$ cat src/hdl/kmd_pkg.sv
// shared types, constants and key placement functions for the key matrix debouncer
`timescale 1ns / 1ps

package kmd_pkg;

	// fixed field widths
	localparam int MAX_KEYS    = 11;
	localparam int CELL_W      = 12;
	localparam int TIME_W      = 32;
	localparam int DEB_W       = 8;
	localparam int CELL_STRIDE = 4;
	localparam int IN_DATA_W   = 48;
	localparam int OUT_DATA_W  = 48;

	// debounce hold time after reset
	localparam logic [DEB_W-1:0] DEBOUNCE_RESET = 8'd20;

	// what one key lane reports for one scan
	typedef struct packed {
		logic press;
		logic release_edge;
		logic stable;
		logic raw;
	} kmd_lane_res_t;

	typedef kmd_lane_res_t [MAX_KEYS-1:0] kmd_lane_vec_t;

	// matrix row of key index k (zero based)
	function automatic int key_row(input int k);
		int r;
		r = 0;
		if (k < 3) begin
			r = 0;
		end else if (k < 7) begin
			r = 1;
		end else begin
			r = 2;
		end
		return r;
	endfunction

	// matrix column of key index k (zero based)
	function automatic int key_col(input int k);
		int c;
		c = 0;
		if (k < 3) begin
			c = k;
		end else if (k < 7) begin
			c = k - 3;
		end else begin
			c = k - 7;
		end
		return c;
	endfunction

endpackage

$ cat src/hdl/kmd_lane.sv
// one key lane: four-phase debouncer with its own phase start time
`timescale 1ns / 1ps

module kmd_lane #(
	parameter int KEY_IDX   = 0,
	parameter int ROW_COUNT = 3,
	parameter int COL_COUNT = 4
) (
	input  logic                          clk,
	input  logic                          arst_n,
	input  logic                          advance,
	input  logic [kmd_pkg::CELL_W-1:0]    cell_levels,
	input  logic [kmd_pkg::TIME_W-1:0]    now_ms,
	input  logic [kmd_pkg::DEB_W-1:0]     debounce_ms,
	output kmd_pkg::kmd_lane_res_t        res
);
	import kmd_pkg::*;

	localparam int ROW  = key_row(KEY_IDX);
	localparam int COL  = key_col(KEY_IDX);
	localparam bit LIVE = (ROW < ROW_COUNT) && (COL < COL_COUNT);
	localparam int CELL = ROW * CELL_STRIDE + COL;

	typedef enum logic [1:0] {
		PH_IDLE        = 2'd0,
		PH_DEB_PRESS   = 2'd1,
		PH_PRESSED     = 2'd2,
		PH_DEB_RELEASE = 2'd3
	} phase_t;

	phase_t              phase_q, phase_d;
	logic [TIME_W-1:0]   start_q, start_d;
	logic [TIME_W-1:0]   elapsed;
	logic                lvl;
	logic                held;
	logic                press_d, release_d;

	// cell sample for this key
	assign lvl = LIVE ? cell_levels[CELL] : 1'b0;

	// wrapping elapsed time against the hold time
	assign elapsed = now_ms - start_q;
	assign held    = elapsed >= {{(TIME_W-DEB_W){1'b0}}, debounce_ms};

	// next phase and edge detection
	always_comb begin
		phase_d   = phase_q;
		start_d   = start_q;
		press_d   = 1'b0;
		release_d = 1'b0;
		unique case (phase_q)
			PH_IDLE: begin
				if (lvl) begin
					phase_d = PH_DEB_PRESS;
					start_d = now_ms;
				end
			end
			PH_DEB_PRESS: begin
				if (!lvl) begin
					phase_d = PH_IDLE;
				end else if (held) begin
					phase_d = PH_PRESSED;
					press_d = 1'b1;
				end
			end
			PH_PRESSED: begin
				if (!lvl) begin
					phase_d = PH_DEB_RELEASE;
					start_d = now_ms;
				end
			end
			PH_DEB_RELEASE: begin
				if (lvl) begin
					phase_d = PH_PRESSED;
				end else if (held) begin
					phase_d   = PH_IDLE;
					release_d = 1'b1;
				end
			end
			default: begin
				phase_d = PH_IDLE;
			end
		endcase
	end

	// lane result for the merge stage
	always_comb begin
		res.press        = press_d;
		res.release_edge = release_d;
		res.stable       = (phase_d == PH_PRESSED) || (phase_d == PH_DEB_RELEASE);
		res.raw          = lvl;
	end

	// phase and start time advance on each accepted scan
	always_ff @(posedge clk or negedge arst_n) begin
		if (!arst_n) begin
			phase_q <= PH_IDLE;
			start_q <= '0;
		end else if (advance) begin
			phase_q <= phase_d;
			start_q <= start_d;
		end
	end

endmodule

$ cat src/hdl/kmd_merge.sv
// merge stage: gathers lane results into one output beat and holds it for the receiver
`timescale 1ns / 1ps

module kmd_merge (
	input  logic                              clk,
	input  logic                              arst_n,
	input  logic                              in_valid,
	output logic                              in_ready,
	input  kmd_pkg::kmd_lane_vec_t            lane_res,
	output logic                              m_axis_tvalid,
	input  logic                              m_axis_tready,
	output logic [kmd_pkg::OUT_DATA_W-1:0]    m_axis_tdata
);
	import kmd_pkg::*;

	logic [MAX_KEYS-1:0]   press_v, release_v, stable_v, raw_v;
	logic                  valid_q;
	logic [OUT_DATA_W-1:0] data_q;

	// split lane results into per-field masks
	always_comb begin
		for (int i = 0; i < MAX_KEYS; i++) begin
			press_v[i]   = lane_res[i].press;
			release_v[i] = lane_res[i].release_edge;
			stable_v[i]  = lane_res[i].stable;
			raw_v[i]     = lane_res[i].raw;
		end
	end

	// take a new beat when the register is empty or being drained
	assign in_ready = !valid_q || m_axis_tready;

	always_ff @(posedge clk or negedge arst_n) begin
		if (!arst_n) begin
			valid_q <= 1'b0;
		end else if (in_valid && in_ready) begin
			valid_q <= 1'b1;
		end else if (m_axis_tready) begin
			valid_q <= 1'b0;
		end
	end

	// output payload, packed from the lowest bit up
	always_ff @(posedge clk) begin
		if (in_valid && in_ready) begin
			data_q <= {{(OUT_DATA_W - 4*MAX_KEYS){1'b0}}, raw_v, stable_v, release_v, press_v};
		end
	end

	assign m_axis_tvalid = valid_q;
	assign m_axis_tdata  = data_q;

`ifndef SYNTH
	// a key never reports a press and a release in the same scan
	a_no_dual_edge: assert property (@(posedge clk) disable iff (!arst_n)
		m_axis_tvalid |-> ((m_axis_tdata[10:0] & m_axis_tdata[21:11]) == 11'd0))
		else $error("press and release edge on the same key");

	// a press edge leaves the key stable pressed
	a_press_stable: assert property (@(posedge clk) disable iff (!arst_n)
		m_axis_tvalid |-> ((m_axis_tdata[10:0] & ~m_axis_tdata[32:22]) == 11'd0))
		else $error("press edge without stable pressed state");

	// a release edge leaves the key stable released
	a_release_stable: assert property (@(posedge clk) disable iff (!arst_n)
		m_axis_tvalid |-> ((m_axis_tdata[21:11] & m_axis_tdata[32:22]) == 11'd0))
		else $error("release edge with stable pressed state");

	// an accepted scan shows up as an output beat in the next cycle
	a_accept_to_out: assert property (@(posedge clk) disable iff (!arst_n)
		(in_valid && in_ready) |=> m_axis_tvalid)
		else $error("accepted scan produced no output beat");
`endif

endmodule

$ cat src/hdl/key_matrix_debouncer_top.sv
// top level of the key matrix debouncer: config register, key lanes and merge stage
`timescale 1ns / 1ps

// Key matrix debouncer.
// s_axis carries one full matrix scan per beat: the 12 cell levels and a
// wrapping millisecond timestamp. m_axis returns one beat per scan with the
// per-key press edges, release edges, debounced state and raw levels.
// Each key has its own lane holding its debounce phase and phase start time;
// all lanes work on the same scan in parallel and a merge stage registers
// their combined result.
// An accepted scan appears as its output beat in the next cycle. Throughput
// is one scan per cycle, set by the single output register; s_axis_tready
// stays high while that register is empty or being taken the same cycle.
// When the receiver stalls, the output beat holds and the block takes no new
// scan until that beat is taken.
// cfg_we writes cfg_wdata as the debounce time in ms; write it only while idle.
// Reset puts every key in the idle phase, clears the start times, empties the
// output register and sets the debounce time to 20 ms.

module key_matrix_debouncer_top #(
	parameter int KEY_COUNT = 11,
	parameter int ROW_COUNT = 3,
	parameter int COL_COUNT = 4
) (
	input  logic                              clk,
	input  logic                              arst_n,
	// scan input
	input  logic                              s_axis_tvalid,
	output logic                              s_axis_tready,
	// [11:0] cell_levels, [43:12] now_ms, [47:44] zero
	input  logic [kmd_pkg::IN_DATA_W-1:0]     s_axis_tdata,
	// key result output
	output logic                              m_axis_tvalid,
	input  logic                              m_axis_tready,
	// [10:0] press_edges, [21:11] release_edges, [32:22] stable_keys,
	// [43:33] raw_keys, [47:44] zero
	output logic [kmd_pkg::OUT_DATA_W-1:0]    m_axis_tdata,
	// debounce time register
	input  logic                              cfg_we,
	input  logic [kmd_pkg::DEB_W-1:0]         cfg_wdata
);
	import kmd_pkg::*;

	logic [DEB_W-1:0]  debounce_ms_q;
	logic [CELL_W-1:0] cell_levels;
	logic [TIME_W-1:0] now_ms;
	logic              advance;
	kmd_lane_vec_t     lane_res;

	// unpack the scan beat
	assign cell_levels = s_axis_tdata[CELL_W-1:0];
	assign now_ms      = s_axis_tdata[CELL_W +: TIME_W];
	assign advance     = s_axis_tvalid && s_axis_tready;

	// debounce time register
	always_ff @(posedge clk or negedge arst_n) begin
		if (!arst_n) begin
			debounce_ms_q <= DEBOUNCE_RESET;
		end else if (cfg_we) begin
			debounce_ms_q <= cfg_wdata;
		end
	end

	// one lane per key, keys past the count report nothing
	for (genvar i = 0; i < MAX_KEYS; i++) begin : g_lane
		if (i < KEY_COUNT) begin : g_live
			kmd_lane #(
				.KEY_IDX   (i),
				.ROW_COUNT (ROW_COUNT),
				.COL_COUNT (COL_COUNT)
			) u_lane (
				.clk         (clk),
				.arst_n      (arst_n),
				.advance     (advance),
				.cell_levels (cell_levels),
				.now_ms      (now_ms),
				.debounce_ms (debounce_ms_q),
				.res         (lane_res[i])
			);
		end else begin : g_off
			assign lane_res[i] = '0;
		end
	end

	// merge lanes into the output beat
	kmd_merge u_merge (
		.clk           (clk),
		.arst_n        (arst_n),
		.in_valid      (s_axis_tvalid),
		.in_ready      (s_axis_tready),
		.lane_res      (lane_res),
		.m_axis_tvalid (m_axis_tvalid),
		.m_axis_tready (m_axis_tready),
		.m_axis_tdata  (m_axis_tdata)
	);

endmodule
$ cat config.mk
export PLATFORM = sky130hd
export DESIGN_NAME = key_matrix_debouncer_top
export DESIGN_NICKNAME = d
export VERILOG_FILES = /design/src/hdl/kmd_pkg.sv /design/src/hdl/kmd_lane.sv /design/src/hdl/kmd_merge.sv /design/src/hdl/key_matrix_debouncer_top.sv
export SDC_FILE = /design/constraint.sdc
export NUM_CORES = 2
export LEC_CHECK = 0
export BUFFER_PORTS_ARGS = -buffer_cell sky130_fd_sc_hd__buf_2
export CAP_MARGIN = 15
export CORE_MARGIN = 2
export CORE_UTILIZATION = 30
export DETAILED_ROUTE_END_ITERATION = 10
export GPL_TIMING_DRIVEN = 0
export PLACE_DENSITY_LB_ADDON = 0.2
export SYNTH_ARGS = -nofsm -noshare
export SYNTH_HDL_FRONTEND = slang
export SYNTH_HIERARCHICAL = 1
export SYNTH_SLANG_ARGS = --single-unit
$ cat constraint.sdc
create_clock -name clk -period 8.1 [get_ports clk]
set_clock_uncertainty 0.15 [all_clocks]
set_input_delay 1.215 -clock clk [delete_from_list [all_inputs] [get_ports clk]]
set_output_delay 1.215 -clock clk [all_outputs]
set_load 0.02 [all_outputs]
Word level (Yosys, flattened, before mapping)
Cells that the tools add are included.
{"block": "word_totals", "ramBits": 0, "mem_bits_ro": 0, "reg_bits": 427, "latchBits": 0, "output_inout_bits": 50, "n_memories": 0, "in_bits": 61}
{"block": "op_classes", "reduce_logical": 70, "n_div": 0, "magnitude_cmp": 11, "add_sub_neg": 11, "n_mul": 0, "mux": 123, "shift": 0, "n_eq_ne": 77, "bitwise": 11}
{"op": "$mux 32", "count": 22}
{"op": "$pmux 32 s2", "count": 11}
{"op": "$ge 32x8->1", "count": 11}
{"op": "$sub 32x32->32", "count": 11}
{"op": "$mux 2", "count": 66}
{"op": "$eq 2x2->1 const B", "count": 44}
{"op": "$pmux 2 s4", "count": 11}
{"op": "$ne 2x2->1 const B", "count": 22}
{"op": "$reduce_and 4->1", "count": 11}
{"op": "$reduce_bool 2->1", "count": 12}
{"op": "$eq 2x1->1 const B", "count": 11}
{"op": "$logic_not 2->1", "count": 11}
{"op": "$reduce_and 2->1", "count": 11}
{"op": "$reduce_or 2->1", "count": 11}
{"op": "$mux 1", "count": 13}
{"op": "$logic_or 1x1->1", "count": 12}
{"op": "$not 1->1", "count": 11}
{"op": "$logic_and 1x1->1", "count": 1}
{"op": "$logic_not 1->1", "count": 1}

Logic depth before layout (Yosys ltp)
{"block": "depth", "depth_word": 7, "depth_mapped": 20, "ltp_nobuf": 19}

By module
Netlist, hierarchy kept.
{"module": "kmd_lane at g_lane[10].g_live.u_lane ...", "cells_per_inst": 497, "seq_area_each_um2": 850.8, "area_per_inst_um2": 3754.9, "n_inst": 8}
{"module": "kmd_lane at g_lane[9].g_live.u_lane", "cells_per_inst": 493, "seq_area_each_um2": 850.8, "area_per_inst_um2": 3706.1, "n_inst": 1}
{"module": "kmd_lane at g_lane[0].g_live.u_lane", "cells_per_inst": 466, "seq_area_each_um2": 850.8, "area_per_inst_um2": 3589.7, "n_inst": 1}
{"module": "kmd_lane at g_lane[1].g_live.u_lane", "cells_per_inst": 449, "seq_area_each_um2": 850.8, "area_per_inst_um2": 3484.6, "n_inst": 1}
{"module": "kmd_merge", "cells_per_inst": 53, "seq_area_each_um2": 1346.3, "area_per_inst_um2": 1408.9, "n_inst": 1}
{"module": "key_matrix_debouncer_top", "cells_per_inst": 18, "seq_area_each_um2": 202.7, "area_per_inst_um2": 340.3, "n_inst": 1}

Least setup slack after synthesis
OpenSTA, ideal clock, no wires.
{"block": "synth_path", "path_kind": "input to register", "startpoint": "input port s_axis_tdata[12] (netlist name)", "endpoint": "register u_merge.data_q[22], in the netlist u_merge/m_axis_tdata[22], data pin", "setup_ns": 0.251, "setup_slack_ns": 2.586, "path_stages": 20, "n_path_buf": 1, "arrival_time_ns": 5.113, "cell_sequence": "inv_1 ha_1 fa_1 nand2b_1 a21oi_1 nor2_1 xnor2_1 ha_1 a21oi_1 o311ai_0 nor4_1 nand2_1 or4_1 or4_1 and4bb_1 nand4_1 nor4_4 a21boi_2 mux2_1 buf_4"}
{"element": "from (decl)", "line_no": "key_matrix_debouncer_top.sv:31", "rtl": "input logic [kmd_pkg::IN_DATA_W-1:0] s_axis_tdata,"}
{"element": "to (signal assigned)", "line_no": "kmd_merge.sv:46", "rtl": "data_q <= {{(OUT_DATA_W - 4*MAX_KEYS){1'b0}}, raw_v, stable_v, release_v, press_v};"}
{"element": "to (decl)", "line_no": "kmd_merge.sv:18", "rtl": "logic [OUT_DATA_W-1:0] data_q;"}

==> impl_results.html <==
<table>
<tr><th>Metric</th><th>Value</th></tr>
<tr><th colspan="2">Route</th></tr>
<tr><td>Wirelength, routed</td><td>154 mm</td></tr>
<tr><td>Routed wirelength normalized by instance count</td><td>20.3 um</td></tr>
<tr><td>Drt drc</td><td>0</td></tr>
<tr><td>Detailed-routing iteration count for the pre-antenna-repair pass</td><td>6</td></tr>
<tr><td>Final antenna-violating net count</td><td>0</td></tr>
<tr><td>Average via count per standard cell</td><td>5.44</td></tr>
<tr><td>Number of design-rule violations left by the first detailed-router iteration</td><td>3100</td></tr>
<tr><td>Overall via count from detail_route</td><td>41200</td></tr>
<tr><th colspan="2">Place</th></tr>
<tr><td>Number of input and output port buffers inserted</td><td>100</td></tr>
<tr><td>Dpl hpwl</td><td>around 110 mm</td></tr>
<tr><td>Placement-stage worst setup slack</td><td>approximately 1.1 ns</td></tr>
<tr><td>Final estimated routing congestion in global placement</td><td>0.887</td></tr>
<tr><th colspan="2">Yosys</th></tr>
<tr><td>Warning count from the yosys run</td><td>6</td></tr>
<tr><td>Avg Cell Area, Syn</td><td>roughly 7.8 um^2</td></tr>
<tr><td>Prevailing post-synth register cell</td><td>dfrtp_1</td></tr>
<tr><td>Number of distinct library cells after synthesis</td><td>103</td></tr>
<tr><td>Gate count after technology mapping</td><td>5455</td></tr>
<tr><td>Ys async rst share</td><td>89.7%</td></tr>
<tr><td>Flops &amp; latches, synth</td><td>427</td></tr>
<tr><td>Cell area after technology mapping</td><td>42600 um^2</td></tr>
<tr><td>Post-synth EDFFs</td><td>44</td></tr>
<tr><td>Part of the Yosys area used for sequential elements</td><td>25.6%</td></tr>
<tr><th colspan="2">Setup path</th></tr>
<tr><td>Startpoint type of the worst setup path</td><td>input pin</td></tr>
<tr><td>Cell depth of the worst setup path</td><td>20</td></tr>
<tr><td>Required time of the worst setup path</td><td>about 8.4 ns</td></tr>
<tr><td>Worst Setup Path Type</td><td>input pin to register</td></tr>
<tr><td>Chain of cells forming the critical path</td><td>buf_2 &gt; inv_1 &gt; fa_1 &gt; nand2b_1 &gt; a21oi_1 &gt; nor2_1 &gt; xnor2_1 &gt; ha_1 &gt; a21oi_1 &gt; o311ai_0 &gt; nor4_1 &gt; nand2_1 &gt; or4_1 &gt; or4_1 &gt; and4bb_1 &gt; nand4_1 &gt; nor4_4 &gt; a21boi_2 &gt; mux2_1 &gt; buf_4</td></tr>
<tr><td>CP startpoint</td><td>s_axis_tdata[13]</td></tr>
<tr><td>Largest incremental delay on the critical path</td><td>0.70 ns</td></tr>
<tr><td>Cell type group with the largest total delay on the critical path</td><td>simple AND/OR/NAND/NOR gates</td></tr>
<tr><td>Launching point of the worst reg2reg path</td><td>g_lane[0].g_live.u_lane/start_q[3]</td></tr>
<tr><td>Largest fanout of any net on the critical path</td><td>34</td></tr>
<tr><td>Critical Path Sink Type</td><td>register</td></tr>
<tr><td>R2R depth</td><td>20</td></tr>
<tr><td>Worst path arrival time</td><td>approximately 6.5 ns</td></tr>
<tr><td>Cell at the slowest stage of the critical path</td><td>buf_2</td></tr>
<tr><td>Total buffers and inverters traversed by the critical path</td><td>3</td></tr>
<tr><th colspan="2">Pwr</th></tr>
<tr><td>Design Power</td><td>20200 uW</td></tr>
<tr><td>Power density cells</td><td>421 nW/um^2</td></tr>
<tr><td>Worst vdd rail ir drop</td><td>around 210 uV</td></tr>
<tr><td>Total leakage power</td><td>roughly 0.021 uW</td></tr>
<tr><th colspan="2">Clocking</th></tr>
<tr><td>Post-CTS sizing</td><td>0</td></tr>
<tr><td>Clock slew seen by the registers of the worst setup and hold paths</td><td>around 0.060 ns</td></tr>
<tr><td>Post-CTS setup buffer count</td><td>0</td></tr>
<tr><td>Clock sink total</td><td>427</td></tr>
<tr><td>Clock latency reported for the late side of the worst-skew pair</td><td>roughly 0.68 ns</td></tr>
<tr><td>Max Root-Sink Buffers</td><td>3</td></tr>
<tr><td>Total clock buffers created by CTS</td><td>60</td></tr>
<tr><td>Clock H-tree levels</td><td>2</td></tr>
<tr><td>Hold Buf Count CTS</td><td>0</td></tr>
<tr><td>TritonCTS clock tree</td><td>yes</td></tr>
<tr><td>Clock root buffer</td><td>clkbuf_16</td></tr>
<tr><th colspan="2">GRT</th></tr>
<tr><td>Global router's overall resource usage</td><td>20.7%</td></tr>
<tr><td>Total global routing overflow</td><td>0</td></tr>
<tr><td>Number of antenna violations at the first check in global routing</td><td>2</td></tr>
<tr><td>Largest net degree at the start of global routing</td><td>105</td></tr>
<tr><td>Vias in the first global route</td><td>39400</td></tr>
<tr><td>Global-route wire length before repair</td><td>237 mm</td></tr>
<tr><th colspan="2">Finish</th></tr>
<tr><td># fillers</td><td>approximately 15000</td></tr>
<tr><td>Register cell area after layout</td><td>10900 um^2</td></tr>
<tr><td>Area occupied by multi-input gates</td><td>28400 um^2</td></tr>
<tr><td>Share of cells above drive strength 1</td><td>9.86%</td></tr>
<tr><td>Utilization after layout</td><td>34.0%</td></tr>
<tr><td>Most common cell after layout, fill and taps aside</td><td>nand2_1</td></tr>
<tr><td>Highest-count cells in the layout ignoring fill and taps</td><td>nand2_1, o21ai_0, inv_1, ha_1, a21oi_1</td></tr>
<tr><td>Nets</td><td>6142</td></tr>
<tr><td>Synthesis-to-finish area growth</td><td>12.8%</td></tr>
<tr><th colspan="2">STA</th></tr>
<tr><td>Max-slew violations</td><td>0</td></tr>
<tr><td>Final critical delay including setup and external delays</td><td>6.15 ns</td></tr>
<tr><td>Worst Tran Pin Value</td><td>1.25 ns</td></tr>
<tr><td>Final setup viols</td><td>0</td></tr>
<tr><td>Final hold violations</td><td>0</td></tr>
<tr><td>Least setup slack across all paths after layout</td><td>1.95 ns</td></tr>
<tr><td>Fin Setup TNS</td><td>0 ns</td></tr>
<tr><td>Worst-case headroom to the max-slew limit</td><td>16.8%</td></tr>
<tr><td>Unrepaired setup endpoints after global routing</td><td>false</td></tr>
<tr><td>Maximum frequency from static timing analysis</td><td>163 MHz</td></tr>
<tr><td>Fin crit share</td><td>around three quarters</td></tr>
<tr><th colspan="2">Die</th></tr>
<tr><td>Area of the core</td><td>around 140000 um^2</td></tr>
<tr><td>Number of top-level pins</td><td>111</td></tr>
<tr><td>Floorplan die area</td><td>145000 um^2</td></tr>
<tr><td>Die Wd</td><td>around 380 um</td></tr>
<tr><td>Cell row count</td><td>138</td></tr>
<tr><td>Starting utilization of the core area</td><td>30.1%</td></tr>
<tr><td>Die outline height</td><td>between 300 and 400 um</td></tr>
<tr><th colspan="2">Run status</th></tr>
<tr><td>Outcome</td><td>finished, final reports clean</td></tr>
<tr><th colspan="2">Worst hold path</th></tr>
<tr><td>Hold Path Class</td><td>input pin to async pin</td></tr>
<tr><th colspan="2">Flow run</th></tr>
<tr><td>Count of maximum capacitance violations</td><td>0</td></tr>
</table>
==> layout make-up <==
type / instances / share of cell area, %
inverters: 544 / 4.25
repair buffers: 121 / 1.85
multi-input cells: 4241 / 59.2
diodes: 4 / 0.0209
flip-flops and latches: 427 / 22.7
clock buffers: 81 / 3.65
well taps: 1890 / 4.93
clock inverters: 27 / 0.756
plain buffers: 246 / 2.64
==> worst register-to-register path, delay by kind of cell (launching register included) <==
family	cells	cell delay [ns]
mux	1	0.34
compound gates	6	0.99
simple gates	8	2.23
flops	1	0.32
xor+xnor	1	0.20
fa+ha+maj	2	0.61
buf+inv	2	0.18
==> state kept, by name, indices dropped and copies added, names as in the netlist <==
| register | count |
|---|---|
| u_merge/m_axis_tvalid | 1 |
| u_merge/m_axis_tdata | 44 |
| g_lane.g_live.u_lane/start_q | 352 |
| g_lane.g_live.u_lane/phase_q | 22 |
| debounce_ms_q | 8 |
==> path summary, 6_finish.rpt <==
check / slack (ns) / endpoint
hold reg to reg: 0.36 / g_lane[3].g_live.u_lane/start_q[0]
setup / recovery: 1.95 / u_merge/m_axis_tdata[22]
min in group clk: 0.36 / g_lane[3].g_live.u_lane/start_q[0]
max in group asynchronous: 5.92 / g_lane[5].g_live.u_lane/start_q[28]
hold / removal: 0.33 / g_lane[0].g_live.u_lane/start_q[18]
setup reg to reg: 2.84 / u_merge/m_axis_tdata[22]
==> cells by family after synthesis <==
| kind of cell | after synthesis | share of synthesized area [%] |
|---|---|---|
| AOI/OAI and AO/OA | 1875 | 28.7 |
| xor gates and xnor gates | 152 | 3.13 |
| adders and majority gates | 440 | 13.1 |
| buffers and inverters | 790 | 7.77 |
| DFF | 427 | 25.6 |
| muxes | 92 | 2.43 |
| other | 1 | 0.00881 |
| and+or+nand+nor | 1678 | 19.2 |
==> cells in the mapped netlist, types with 46 or more instances <==
cell,count,area share [%]
a211oi_1,67,1.2
a21o_1,89,1.6
a21oi_1,428,5.0
a31oi_1,73,1.1
and2_1,51,0.75
buf_2,78,0.92
buf_4,57,1.0
clkbuf_1,98,0.86
dfrtp_1,381,22
ha_1,429,13
inv_1,544,4.8
mux2_2,56,1.5
nand2_1,668,5.9
nand2b_1,63,0.93
nand3_1,89,1.0
nand4_1,103,1.5
nor2_1,289,2.5
nor2b_1,59,0.87
nor3_1,111,1.3
o2111ai_1,65,1.3
o211ai_1,84,1.5
o21a_1,59,1.0
o21ai_0,556,6.5
o21bai_1,46,0.81
xnor2_1,120,2.5
==> stage by stage <==
stage	cells	area (um^2)	hold slack, ns
global route	7577	48000	0.380
floorplan	5458	42600	0.335
detailed placement	7469	45900	0.353
finish	7581	48000	0.330
global placement	7448	45400	0.347
CTS	7577	48000	0.344
==> layer usage <==
| layer | vias to the layer above | share of wire, % | GRT usage [%] |
|---|---|---|---|
| met5 | - | 0 | 0 |
| met3 | 179 | 4.4 | 2.08 |
| met2 | 1000 | 45 | 33.5 |
| met4 | 0 | 2.9 | 6.18 |
| li1 | 20200 | - | - |
| met1 | 19800 | 48 | 29.1 |
==> power breakdown <==
group / internal, uW / switching [uW] / leakage, uW
logic: 5320 / 8590 / 0.0144
registers: 3120 / 345 / 0.00510
clock network: 1760 / 1100 / 0.00104
total: 10200 / 10000 / 0.0206
Power figures use the tool's default switching activity.
